[src/sv/fsk4rx_pkg.sv]
package fsk4rx_pkg;

    // Fixed-point format of every signal: signed Q4.20.
    localparam int SIG_W   = 24;
    localparam int FRAC_W  = 20;
    localparam int ACC_W   = 56;
    localparam int MUL_A_W = 27;
    localparam int PROD_W  = MUL_A_W + SIG_W;
    localparam int FIR_TAPS    = 5;
    localparam int SYNC_LENGTH = 8;
    localparam int WIN_W       = 2 * SYNC_LENGTH;

    localparam logic signed [SIG_W-1:0] SIG_ONE = 24'sd1048576;
    localparam logic signed [SIG_W-1:0] SIG_MAX = 24'sh7FFFFF;
    localparam logic signed [SIG_W-1:0] SIG_MIN = 24'sh800000;

    // Filter and loop constants, rounded to Q4.20.
    localparam logic signed [SIG_W-1:0] C_DC_POLE   = 24'sd1043333;
    localparam logic signed [SIG_W-1:0] C_PEAK_DEC  = 24'sd1048471;
    localparam logic signed [SIG_W-1:0] C_TED_GAIN  = 24'sd10486;
    localparam logic signed [SIG_W-1:0] C_TED_KEEP  = 24'sd1038090;
    localparam logic signed [SIG_W-1:0] C_PHASE_ADJ = 24'sd20972;

    // Configuration register indexes.
    localparam logic [2:0] REG_PHASE_STEP  = 3'd0;
    localparam logic [2:0] REG_ERROR_LIMIT = 3'd1;
    localparam logic [2:0] REG_LSF_SYNC    = 3'd2;
    localparam logic [2:0] REG_STREAM_SYNC = 3'd3;
    localparam logic [2:0] REG_EOT_SYNC    = 3'd4;

    // Sync match codes.
    localparam logic [1:0] SYNC_NONE   = 2'd0;
    localparam logic [1:0] SYNC_LSF    = 2'd1;
    localparam logic [1:0] SYNC_STREAM = 2'd2;
    localparam logic [1:0] SYNC_EOT    = 2'd3;

    // Divider start and divider result handshake.
    typedef struct packed {
        logic             start;
        logic [SIG_W-1:0] dividend;
        logic [SIG_W-1:0] divisor;
    } div_req_t;

    typedef struct packed {
        logic             done;
        logic [SIG_W-1:0] quotient;
    } div_rsp_t;

    function automatic logic signed [SIG_W-1:0] sat_sig(input logic signed [ACC_W-1:0] v);
        logic signed [SIG_W-1:0] r;
        if (v > ACC_W'(SIG_MAX)) begin
            r = SIG_MAX;
        end else if (v < ACC_W'(SIG_MIN)) begin
            r = SIG_MIN;
        end else begin
            r = v[SIG_W-1:0];
        end
        return r;
    endfunction

    // Add one half LSB and floor to the signal grid.
    function automatic logic signed [ACC_W-1:0] round_frac(input logic signed [ACC_W-1:0] v);
        return (v + (ACC_W'(1) <<< (FRAC_W - 1))) >>> FRAC_W;
    endfunction

    function automatic logic signed [SIG_W-1:0] fir_coef(input logic [2:0] k);
        logic signed [SIG_W-1:0] c;
        case (k)
            3'd0:    c = 24'sd125829;
            3'd1:    c = 24'sd241172;
            3'd2:    c = 24'sd314573;
            3'd3:    c = 24'sd241172;
            3'd4:    c = 24'sd125829;
            default: c = '0;
        endcase
        return c;
    endfunction

    function automatic logic [4:0] mismatches(input logic [WIN_W-1:0] w,
                                              input logic [15:0] p);
        logic [4:0] n;
        n = '0;
        for (int i = 0; i < SYNC_LENGTH; i++) begin
            if (w[2*i +: 2] != p[2*i +: 2]) begin
                n = n + 5'd1;
            end
        end
        return n;
    endfunction

endpackage

[src/sv/fsk4rx_mul.sv]
module fsk4rx_mul
    import fsk4rx_pkg::*;
(
    input  logic                       aclk,
    input  logic signed [MUL_A_W-1:0]  mul_a,
    input  logic signed [SIG_W-1:0]    mul_b,
    output logic signed [PROD_W-1:0]   prod_reg
);

    // Shared multiplier with a registered product.
    always_ff @(posedge aclk) begin
        prod_reg <= PROD_W'(mul_a) * PROD_W'(mul_b);
    end

endmodule

[src/sv/fsk4rx_div.sv]
module fsk4rx_div
    import fsk4rx_pkg::*;
(
    input  logic     aclk,
    input  logic     aresetn,
    input  div_req_t req,
    output div_rsp_t rsp
);

    logic [SIG_W:0]   rem_reg;
    logic [SIG_W-1:0] sh_reg;
    logic [SIG_W-1:0] q_reg;
    logic [SIG_W-1:0] div_reg;
    logic [4:0]       cnt_reg;
    logic             busy_reg;
    logic             done_reg;
    logic [SIG_W:0]   trial;
    logic             fits;

    // One restoring step: bring down the next dividend bit and try a subtract.
    assign trial = {rem_reg[SIG_W-1:0], sh_reg[SIG_W-1]};
    assign fits  = trial >= {1'b0, div_reg};

    // The dividend is the magnitude shifted up by the fraction width; its upper
    // bits always stay below the divisor, so 24 steps give the full quotient.
    always_ff @(posedge aclk) begin
        if (!aresetn) begin
            busy_reg <= 1'b0;
            done_reg <= 1'b0;
            cnt_reg  <= '0;
        end else begin
            done_reg <= 1'b0;
            if (req.start) begin
                rem_reg  <= {{(SIG_W + 1 - (SIG_W - 4)){1'b0}}, req.dividend[SIG_W-1:4]};
                sh_reg   <= {req.dividend[3:0], {(SIG_W - 4){1'b0}}};
                div_reg  <= req.divisor;
                q_reg    <= '0;
                cnt_reg  <= '0;
                busy_reg <= 1'b1;
            end else if (busy_reg) begin
                rem_reg <= fits ? (trial - {1'b0, div_reg}) : trial;
                sh_reg  <= {sh_reg[SIG_W-2:0], 1'b0};
                q_reg   <= {q_reg[SIG_W-2:0], fits};
                cnt_reg <= cnt_reg + 5'd1;
                if (cnt_reg == 5'(SIG_W - 1)) begin
                    busy_reg <= 1'b0;
                    done_reg <= 1'b1;
                end
            end
        end
    end

    assign rsp.done     = done_reg;
    assign rsp.quotient = q_reg;

endmodule

[src/sv/fsk4_receive_symbol_recovery_core.sv]
// 4FSK receive front end: each audio sample beat is DC-blocked, low-pass
// filtered, level normalized and fed to a symbol timing loop; a result beat
// (symbol code, sync match, strobe value) leaves only on a symbol strobe.
// Each sample is worked through the sequencer states in turn on the single
// shared multiplier, used once per filter tap and loop product, and on the
// 24-step shift-subtract divider, which runs only when the level normalizer
// divides by the running peak; a strobe adds the timing loop states, and the
// core waits in ST_OUT while the previous result still sits in the output
// register. Input ready is high only while the core is idle. A finished
// result sits in the output register while the next sample is already taken.
// Configuration writes are taken at any time but are meant for an idle core.
module fsk4_receive_symbol_recovery_core
    import fsk4rx_pkg::*;
(
    input  logic                    aclk,
    input  logic                    aresetn,
    input  logic                    s_valid,
    output logic                    s_ready,
    input  logic signed [15:0]      s_sample,
    output logic                    m_valid,
    input  logic                    m_ready,
    output logic [1:0]              m_symbol_code,
    output logic [1:0]              m_sync_kind,
    output logic signed [SIG_W-1:0] m_strobe_value,
    input  logic                    cfg_wr_en,
    input  logic [2:0]              cfg_index,
    input  logic [19:0]             cfg_data
);

    typedef enum logic [3:0] {
        ST_IDLE, ST_DC_MUL, ST_DC_ADD, ST_FIR_MUL, ST_FIR_ACC, ST_NORM,
        ST_PEAK_MUL, ST_PEAK, ST_DIV, ST_PHASE, ST_TE_MUL, ST_TE_KEEP,
        ST_TE_SUM, ST_PH_MUL, ST_PH_ADJ, ST_OUT
    } state_t;

    state_t state_reg;

    // Configuration.
    logic [19:0] phase_step_reg;
    logic [3:0]  err_limit_reg;
    logic [15:0] lsf_pat_reg;
    logic [15:0] stream_pat_reg;
    logic [15:0] eot_pat_reg;

    // Signal path state.
    logic signed [SIG_W-1:0] x_reg;
    logic signed [SIG_W-1:0] dc_in_reg;
    logic signed [SIG_W-1:0] dc_out_reg;
    logic signed [SIG_W-1:0] fir_reg [FIR_TAPS];
    logic [2:0]              tap_reg;
    logic signed [ACC_W-1:0] acc_reg;
    logic signed [SIG_W-1:0] peak_reg;
    logic signed [SIG_W-1:0] phase_reg;
    logic signed [SIG_W-1:0] tea_reg;
    logic signed [SIG_W-1:0] lss_reg;
    logic [1:0]              last_code_reg;
    logic [1:0]              code_reg;
    logic signed [MUL_A_W-1:0] ted_reg;
    logic [WIN_W-1:0]        window_reg;
    logic [3:0]              held_reg;
    logic                    neg_reg;

    // Output register.
    logic                    m_valid_reg;
    logic [1:0]              m_code_reg;
    logic [1:0]              m_kind_reg;
    logic signed [SIG_W-1:0] m_value_reg;

    logic signed [MUL_A_W-1:0] mul_a;
    logic signed [SIG_W-1:0]   mul_b;
    logic signed [PROD_W-1:0]  prod_reg;
    logic signed [ACC_W-1:0]   prod_w;
    div_req_t                  div_req;
    div_rsp_t                  div_rsp;

    logic signed [SIG_W-1:0] y_next;
    logic signed [SIG_W-1:0] xf_next;
    logic signed [SIG_W-1:0] ax_next;
    logic signed [SIG_W-1:0] peak_next;
    logic signed [SIG_W-1:0] phase_next;
    logic signed [SIG_W-1:0] q_next;
    logic signed [SIG_W-1:0] xs_next;
    logic signed [ACC_W-1:0] x3;
    logic [1:0]              code_next;
    logic signed [MUL_A_W-1:0] ted_next;
    logic [WIN_W-1:0]        window_next;
    logic [1:0]              kind;

    fsk4rx_mul u_mul (
        .aclk     (aclk),
        .mul_a    (mul_a),
        .mul_b    (mul_b),
        .prod_reg (prod_reg)
    );

    fsk4rx_div u_div (
        .aclk    (aclk),
        .aresetn (aresetn),
        .req     (div_req),
        .rsp     (div_rsp)
    );

    assign prod_w = ACC_W'(prod_reg);

    // Operand select for the shared multiplier.
    always_comb begin
        mul_a = '0;
        mul_b = '0;
        case (state_reg)
            ST_DC_MUL: begin
                mul_a = MUL_A_W'(dc_out_reg);
                mul_b = C_DC_POLE;
            end
            ST_FIR_MUL: begin
                mul_a = MUL_A_W'(fir_reg[tap_reg]);
                mul_b = fir_coef(tap_reg);
            end
            ST_PEAK_MUL: begin
                mul_a = MUL_A_W'(peak_reg);
                mul_b = C_PEAK_DEC;
            end
            ST_TE_MUL: begin
                mul_a = ted_reg;
                mul_b = C_TED_GAIN;
            end
            ST_TE_KEEP: begin
                mul_a = MUL_A_W'(tea_reg);
                mul_b = C_TED_KEEP;
            end
            ST_PH_MUL: begin
                mul_a = MUL_A_W'(tea_reg);
                mul_b = C_PHASE_ADJ;
            end
            default: begin
                mul_a = '0;
                mul_b = '0;
            end
        endcase
    end

    // Divider request: magnitude of the filtered sample over the decayed peak.
    always_comb begin
        div_req.start    = (state_reg == ST_PEAK);
        div_req.dividend = neg_reg ? SIG_W'(-ACC_W'(x_reg)) : x_reg;
        div_req.divisor  = sat_sig(round_frac(prod_w));
    end

    // Datapath arithmetic for the states below.
    always_comb begin
        y_next  = sat_sig(ACC_W'(x_reg) - ACC_W'(dc_in_reg) + round_frac(prod_w));
        xf_next = sat_sig(round_frac(acc_reg));
        ax_next = sat_sig((xf_next < 0) ? -ACC_W'(xf_next) : ACC_W'(xf_next));
        peak_next = (ax_next > peak_reg) ? ax_next : peak_reg;
        phase_next = sat_sig(ACC_W'(phase_reg) + ACC_W'(phase_step_reg));
        q_next = neg_reg ? sat_sig(-ACC_W'(div_rsp.quotient))
                         : sat_sig(ACC_W'(div_rsp.quotient));
        xs_next = x_reg;
        x3 = ACC_W'(x_reg) * 3;
        if (x3 > 2 * ACC_W'(SIG_ONE)) begin
            code_next = 2'd3;
        end else if (x3 > 0) begin
            code_next = 2'd2;
        end else if (x3 > -2 * ACC_W'(SIG_ONE)) begin
            code_next = 2'd1;
        end else begin
            code_next = 2'd0;
        end
        ted_next = ((last_code_reg >= 2'd2) ? MUL_A_W'(x_reg) : -MUL_A_W'(x_reg))
                 - ((code_next >= 2'd2) ? MUL_A_W'(lss_reg) : -MUL_A_W'(lss_reg));
        window_next = {window_reg[WIN_W-3:0], code_reg};
    end

    // Sync match against the window, LSF first.
    always_comb begin
        kind = SYNC_NONE;
        if (held_reg >= 4'(SYNC_LENGTH)) begin
            if (mismatches(window_reg, lsf_pat_reg) <= 5'(err_limit_reg)) begin
                kind = SYNC_LSF;
            end else if (mismatches(window_reg, stream_pat_reg) <= 5'(err_limit_reg)) begin
                kind = SYNC_STREAM;
            end else if (mismatches(window_reg, eot_pat_reg) <= 5'(err_limit_reg)) begin
                kind = SYNC_EOT;
            end
        end
    end

    // Sequencer, configuration and registered outputs.
    always_ff @(posedge aclk) begin
        if (!aresetn) begin
            state_reg      <= ST_IDLE;
            phase_step_reg <= 20'd629146;
            err_limit_reg  <= 4'd1;
            lsf_pat_reg    <= 16'd65292;
            stream_pat_reg <= 16'd243;
            eot_pat_reg    <= 16'd65523;
            dc_in_reg      <= '0;
            dc_out_reg     <= '0;
            for (int i = 0; i < FIR_TAPS; i++) begin
                fir_reg[i] <= '0;
            end
            peak_reg       <= '0;
            phase_reg      <= '0;
            tea_reg        <= '0;
            lss_reg        <= '0;
            last_code_reg  <= '0;
            window_reg     <= '0;
            held_reg       <= '0;
            tap_reg        <= '0;
            m_valid_reg    <= 1'b0;
        end else begin
            if (cfg_wr_en) begin
                case (cfg_index)
                    REG_PHASE_STEP:  phase_step_reg <= cfg_data;
                    REG_ERROR_LIMIT: err_limit_reg  <= cfg_data[3:0];
                    REG_LSF_SYNC:    lsf_pat_reg    <= cfg_data[15:0];
                    REG_STREAM_SYNC: stream_pat_reg <= cfg_data[15:0];
                    REG_EOT_SYNC:    eot_pat_reg    <= cfg_data[15:0];
                    default: ;
                endcase
            end

            // A taken result frees the output register unless a new one is loaded.
            if (m_valid_reg && m_ready && (state_reg != ST_OUT)) begin
                m_valid_reg <= 1'b0;
            end

            case (state_reg)
                ST_IDLE: begin
                    if (s_valid) begin
                        x_reg     <= {{3{s_sample[15]}}, s_sample, 5'b0};
                        state_reg <= ST_DC_MUL;
                    end
                end
                ST_DC_MUL: begin
                    state_reg <= ST_DC_ADD;
                end
                ST_DC_ADD: begin
                    dc_in_reg  <= x_reg;
                    dc_out_reg <= y_next;
                    fir_reg[0] <= y_next;
                    for (int i = 1; i < FIR_TAPS; i++) begin
                        fir_reg[i] <= fir_reg[i-1];
                    end
                    acc_reg   <= '0;
                    tap_reg   <= '0;
                    state_reg <= ST_FIR_MUL;
                end
                ST_FIR_MUL: begin
                    state_reg <= ST_FIR_ACC;
                end
                ST_FIR_ACC: begin
                    acc_reg <= acc_reg + prod_w;
                    tap_reg <= tap_reg + 3'd1;
                    state_reg <= (tap_reg == 3'(FIR_TAPS - 1)) ? ST_NORM : ST_FIR_MUL;
                end
                ST_NORM: begin
                    x_reg     <= xf_next;
                    neg_reg   <= xf_next < 0;
                    peak_reg  <= peak_next;
                    state_reg <= (peak_next >= SIG_ONE) ? ST_PEAK_MUL : ST_PHASE;
                end
                ST_PEAK_MUL: begin
                    state_reg <= ST_PEAK;
                end
                ST_PEAK: begin
                    peak_reg  <= div_req.divisor;
                    state_reg <= ST_DIV;
                end
                ST_DIV: begin
                    if (div_rsp.done) begin
                        x_reg     <= q_next;
                        state_reg <= ST_PHASE;
                    end
                end
                ST_PHASE: begin
                    if (phase_next < SIG_ONE) begin
                        phase_reg <= phase_next;
                        state_reg <= ST_IDLE;
                    end else begin
                        phase_reg <= phase_next - SIG_ONE;
                        code_reg  <= code_next;
                        ted_reg   <= ted_next;
                        state_reg <= ST_TE_MUL;
                    end
                end
                ST_TE_MUL: begin
                    state_reg <= ST_TE_KEEP;
                end
                ST_TE_KEEP: begin
                    acc_reg   <= prod_w;
                    state_reg <= ST_TE_SUM;
                end
                ST_TE_SUM: begin
                    tea_reg   <= sat_sig(round_frac(acc_reg + prod_w));
                    state_reg <= ST_PH_MUL;
                end
                ST_PH_MUL: begin
                    state_reg <= ST_PH_ADJ;
                end
                ST_PH_ADJ: begin
                    // Pull the phase back by the scaled new timing error average.
                    phase_reg     <= sat_sig(ACC_W'(phase_reg) - round_frac(prod_w));
                    lss_reg       <= xs_next;
                    last_code_reg <= code_reg;
                    window_reg    <= window_next;
                    if (held_reg < 4'(SYNC_LENGTH)) begin
                        held_reg <= held_reg + 4'd1;
                    end
                    state_reg <= ST_OUT;
                end
                ST_OUT: begin
                    if (!m_valid_reg || m_ready) begin
                        m_valid_reg <= 1'b1;
                        m_code_reg  <= code_reg;
                        m_kind_reg  <= kind;
                        m_value_reg <= x_reg;
                        state_reg   <= ST_IDLE;
                    end
                end
                default: begin
                    state_reg <= ST_IDLE;
                end
            endcase
        end
    end

    assign s_ready        = (state_reg == ST_IDLE);
    assign m_valid        = m_valid_reg;
    assign m_symbol_code  = m_code_reg;
    assign m_sync_kind    = m_kind_reg;
    assign m_strobe_value = m_value_reg;

endmodule

[config.mk]
export PLATFORM = sky130hd
export DESIGN_NAME = fsk4_receive_symbol_recovery_core
export DESIGN_NICKNAME = d
export VERILOG_FILES = /design/src/sv/fsk4rx_pkg.sv /design/src/sv/fsk4rx_mul.sv /design/src/sv/fsk4rx_div.sv /design/src/sv/fsk4_receive_symbol_recovery_core.sv
export SDC_FILE = /design/constraint.sdc
export NUM_CORES = 2
export LEC_CHECK = 0
export ABC_CLOCK_PERIOD_IN_PS = 18350
export BUFFER_PORTS_ARGS = -buffer_cell sky130_fd_sc_hd__buf_4
export CAP_MARGIN = 20
export CORE_UTILIZATION = 45
export CTS_CLUSTER_SIZE = 40
export DETAILED_ROUTE_END_ITERATION = 10
export MAX_ROUTING_LAYER = met4
export PLACE_DENSITY = 0.58
export REMOVE_ABC_BUFFERS = 1
export SLEW_MARGIN = 40
export SYNTH_ARGS = -nofsm -noshare
export SYNTH_HDL_FRONTEND = slang
export SYNTH_SLANG_ARGS = --single-unit
[constraint.sdc]
create_clock -name aclk -period 18.35 [get_ports aclk]
set_clock_uncertainty 0.15 [all_clocks]
set_input_delay 0.9175 -clock aclk [delete_from_list [all_inputs] [get_ports aclk]]
set_output_delay 0.9175 -clock aclk [all_outputs]
set_load 0.01 [all_outputs]
==> reports/results.txt <==
DRC Markers: 0
Setup tns final: 0 ns
Initial antenna violation count: 2
DRT antenna net count: 0
Hold wc startpoint: cfg_data[19]
Postcts setup bufs: 0
Pin count of the biggest net entering global routing: 131
Syn-to-layout area delta: 9.17%
FF-to-FF path depth: 33
Gpl congestion: 1.02
Post-CTS Hold Buffers: 0
Final worst-path cycle share: 0.595
Worst-Skew Late Latency: 0.72 ns
Outcome: finished, final reports clean
Total gr overflow: 0
Detailed Place HPWL: 172000 µm
Crit end category: flip-flop
Max FFs per register: 120
Critical Path Source Type: flip-flop
M1 WL: 91200 µm
Reg2reg end: u_mul.prod_reg[49]
Max Slew Vio Count: 0
Cell count after synthesis: 7317
Crit path DAT: 11.34 ns
Hold Path Cell Cnt: 3
Clock transition at path regs: 0.06 ns
Sequential share of the synthesized area: 0.250
Maximum clock path buffer count: 3
Ys flop type: edfxtp_1
Vias in the first global route: 52543
Post-synth EDFFs: 334
Boundary pin count: 74
Cell Pwr Density: 93.1 mW/mm²
CP peak stage delay: 0.75 ns
Hold Path End: phase_step_reg[19]
Pleak: 30.3 nW
Sink Count: 636
Initial core utilization: 0.453
Iter 0 DRT Violations: 5395
R2r setup slk: 7.44 ns
Post-Syn Area: 0.0642 mm²
Chip height: 380 µm
Max FO, Critical Path: 27
Critical setup path kind: flip-flop to flip-flop
First-pass GRT wire length: 332000 µm
Worst slew pin tran: 0.929 ns
First-pass DRT Iterations: 9
Vias post-DR: 53768
Met2 WL: 100000 µm
Post-layout nets: 8370
Synthesized area per cell: 8.77 µm²
Die ar.: 0.144 mm²
Fraction of registers with async set/reset: 0
H-tree levels: 3
Clock Tree Root: clkbuf_16
RSZ-0062 raised after global routing: false
Rows: 138
Reg2reg start: state_reg[1]
Crit-path most repeated cell: fa_1
Port Buffers: 73
Vias/cell: 5.81
Maximum VDD drop: 0.0733 mV
Worst slew margin: 0.380
Worst min-delay path category: primary input to flip-flop
Die W: 380 µm
WL per Instance: 23.8 µm
Endpoints failing hold: 0
Final design utilization: 0.495
Fmax: 0.0917 GHz
Fin crit period: 10.91 ns
Total of max-cap violations: 0
Total track usage: 0.312
Setup violations, final: 0
Metal3 WL: 16200 µm
Netlist cell types: 112
Yosys warnings: 0
DR top layer: met4
#FFs+latches synth: 636
Setup WS post-layout: 7.44 ns
Slowest CP cell: dfxtp_1
CTS tree: built
CTS buffer count: 83
Setup WS pre-CTS: 7.63 ns
Share of cells above drive strength 1: 0.0752
Final WL: 220000 µm
WP data required: 18.78 ns
Fillcell total: 13630
Core Region: 0.142 mm²
Resize count post-CTS: 0
[report_power, final]
group          internal (mW)  switching (mW)  total, mW
sequential              1.63           0.174       1.80
combinational           1.09            1.90       2.99
clock                   1.01           0.722       1.73
total                   3.73            2.80       6.52
[cell type report]
class                      count  area (µm²)  area share
multi-input combinational   5508       44000       0.628
sequential                   636       16100       0.229
inverter                     849        3190      0.0456
clock inverter                42         546     0.00778
tap                         1890        2360      0.0337
antenna                        1        2.50   0.0000357
clock buffer                 114        2310      0.0329
timing repair buffer         207        1590      0.0226
[cells in the mapped netlist (93+ instances only)]
master,number,share of area
nor3_1,93,0.0072
nand2_1,1011,0.059
dfxtp_1,302,0.094
and3_1,155,0.015
o21ai_0,316,0.025
a21oi_1,484,0.038
inv_1,848,0.050
edfxtp_1,334,0.16
clkbuf_1,271,0.016
ha_1,458,0.089
a21o_1,130,0.015
nand3_1,148,0.012
xor2_1,175,0.024
nor2b_1,106,0.010
fa_1,583,0.18
xnor2_1,284,0.039
nor2_1,464,0.027
[worst max-delay path by stage]
stage	slack, ns	endpoint	depth (start not counted)	from
final	7.44	u_mul.prod_reg[49]	33	state_reg[1]
after global routing	6.89	u_mul.prod_reg[41]	33	state_reg[3]
after CTS	7.54	u_mul.prod_reg[49]	33	state_reg[1]
after detailed placement	7.63	u_mul.prod_reg[49]	33	state_reg[1]
after global placement	7.52	u_mul.prod_reg[41]	33	state_reg[1]
after floorplan	7.40	u_mul.prod_reg[49]	31	state_reg[2]
[layout by cell type, fill, tap and decap left out, types with 26 or more instances in the layout]
master,count
a211oi_1,31
a21o_1,130
a21oi_1,476
a21oi_2,31
a22o_1,26
a22oi_1,26
a31oi_1,46
and2_1,70
and3_1,155
buf_4,200
clkbuf_16,86
dfxtp_1,301
edfxtp_1,334
fa_1,582
ha_1,458
inv_1,846
mux2i_1,49
nand2_1,1006
nand2b_1,56
nand3_1,147
nand4_1,69
nor2_1,457
nor2b_1,106
nor3_1,86
o211ai_1,51
o21a_1,42
o21ai_0,315
o21bai_1,40
o221ai_1,34
o22ai_1,44
o31ai_1,31
or3_1,30
xnor2_1,281
xor2_1,165
[critical path: cells and delay by family, from the launching register on]
kind | cells | cell delay [ns]
compound gates | 14 | 3.77
flops | 1 | 0.75
simple gates | 4 | 0.73
buf+inv | 6 | 1.30
xor+xnor | 1 | 0.13
fa+ha+maj | 8 | 3.91
[metal layers]
layer | global-route usage | vias up
li1 | - | 24811
met1 | 0.397 | 26461
met4 | 0.150 | 0
met3 | 0.0487 | 459
met2 | 0.485 | 2037
met5 | - | -
[through the flow]
stage	cell area (µm²)	power, mW	std cells	hold WS (ns)
floorplan	62900	3.78	6993	0.276
global placement	67000	4.73	9086	0.293
detailed placement	67200	4.75	9089	0.299
CTS	70100	6.51	9245	0.225
global route	70100	6.89	9247	0.285
finish	70100	6.52	9247	0.275
[kinds of logic after synthesis]
kind of cell	synth area share
AO/OA/AOI/OAI	0.154
XOR/XNOR	0.0636
adder cells (fa/ha/maj)	0.271
buffers and inverters	0.0696
flip-flops	0.250
multiplexers	0.0197
other	0.0000584
AND/OR/NAND/NOR	0.171
(Power assumes the default switching activity.)
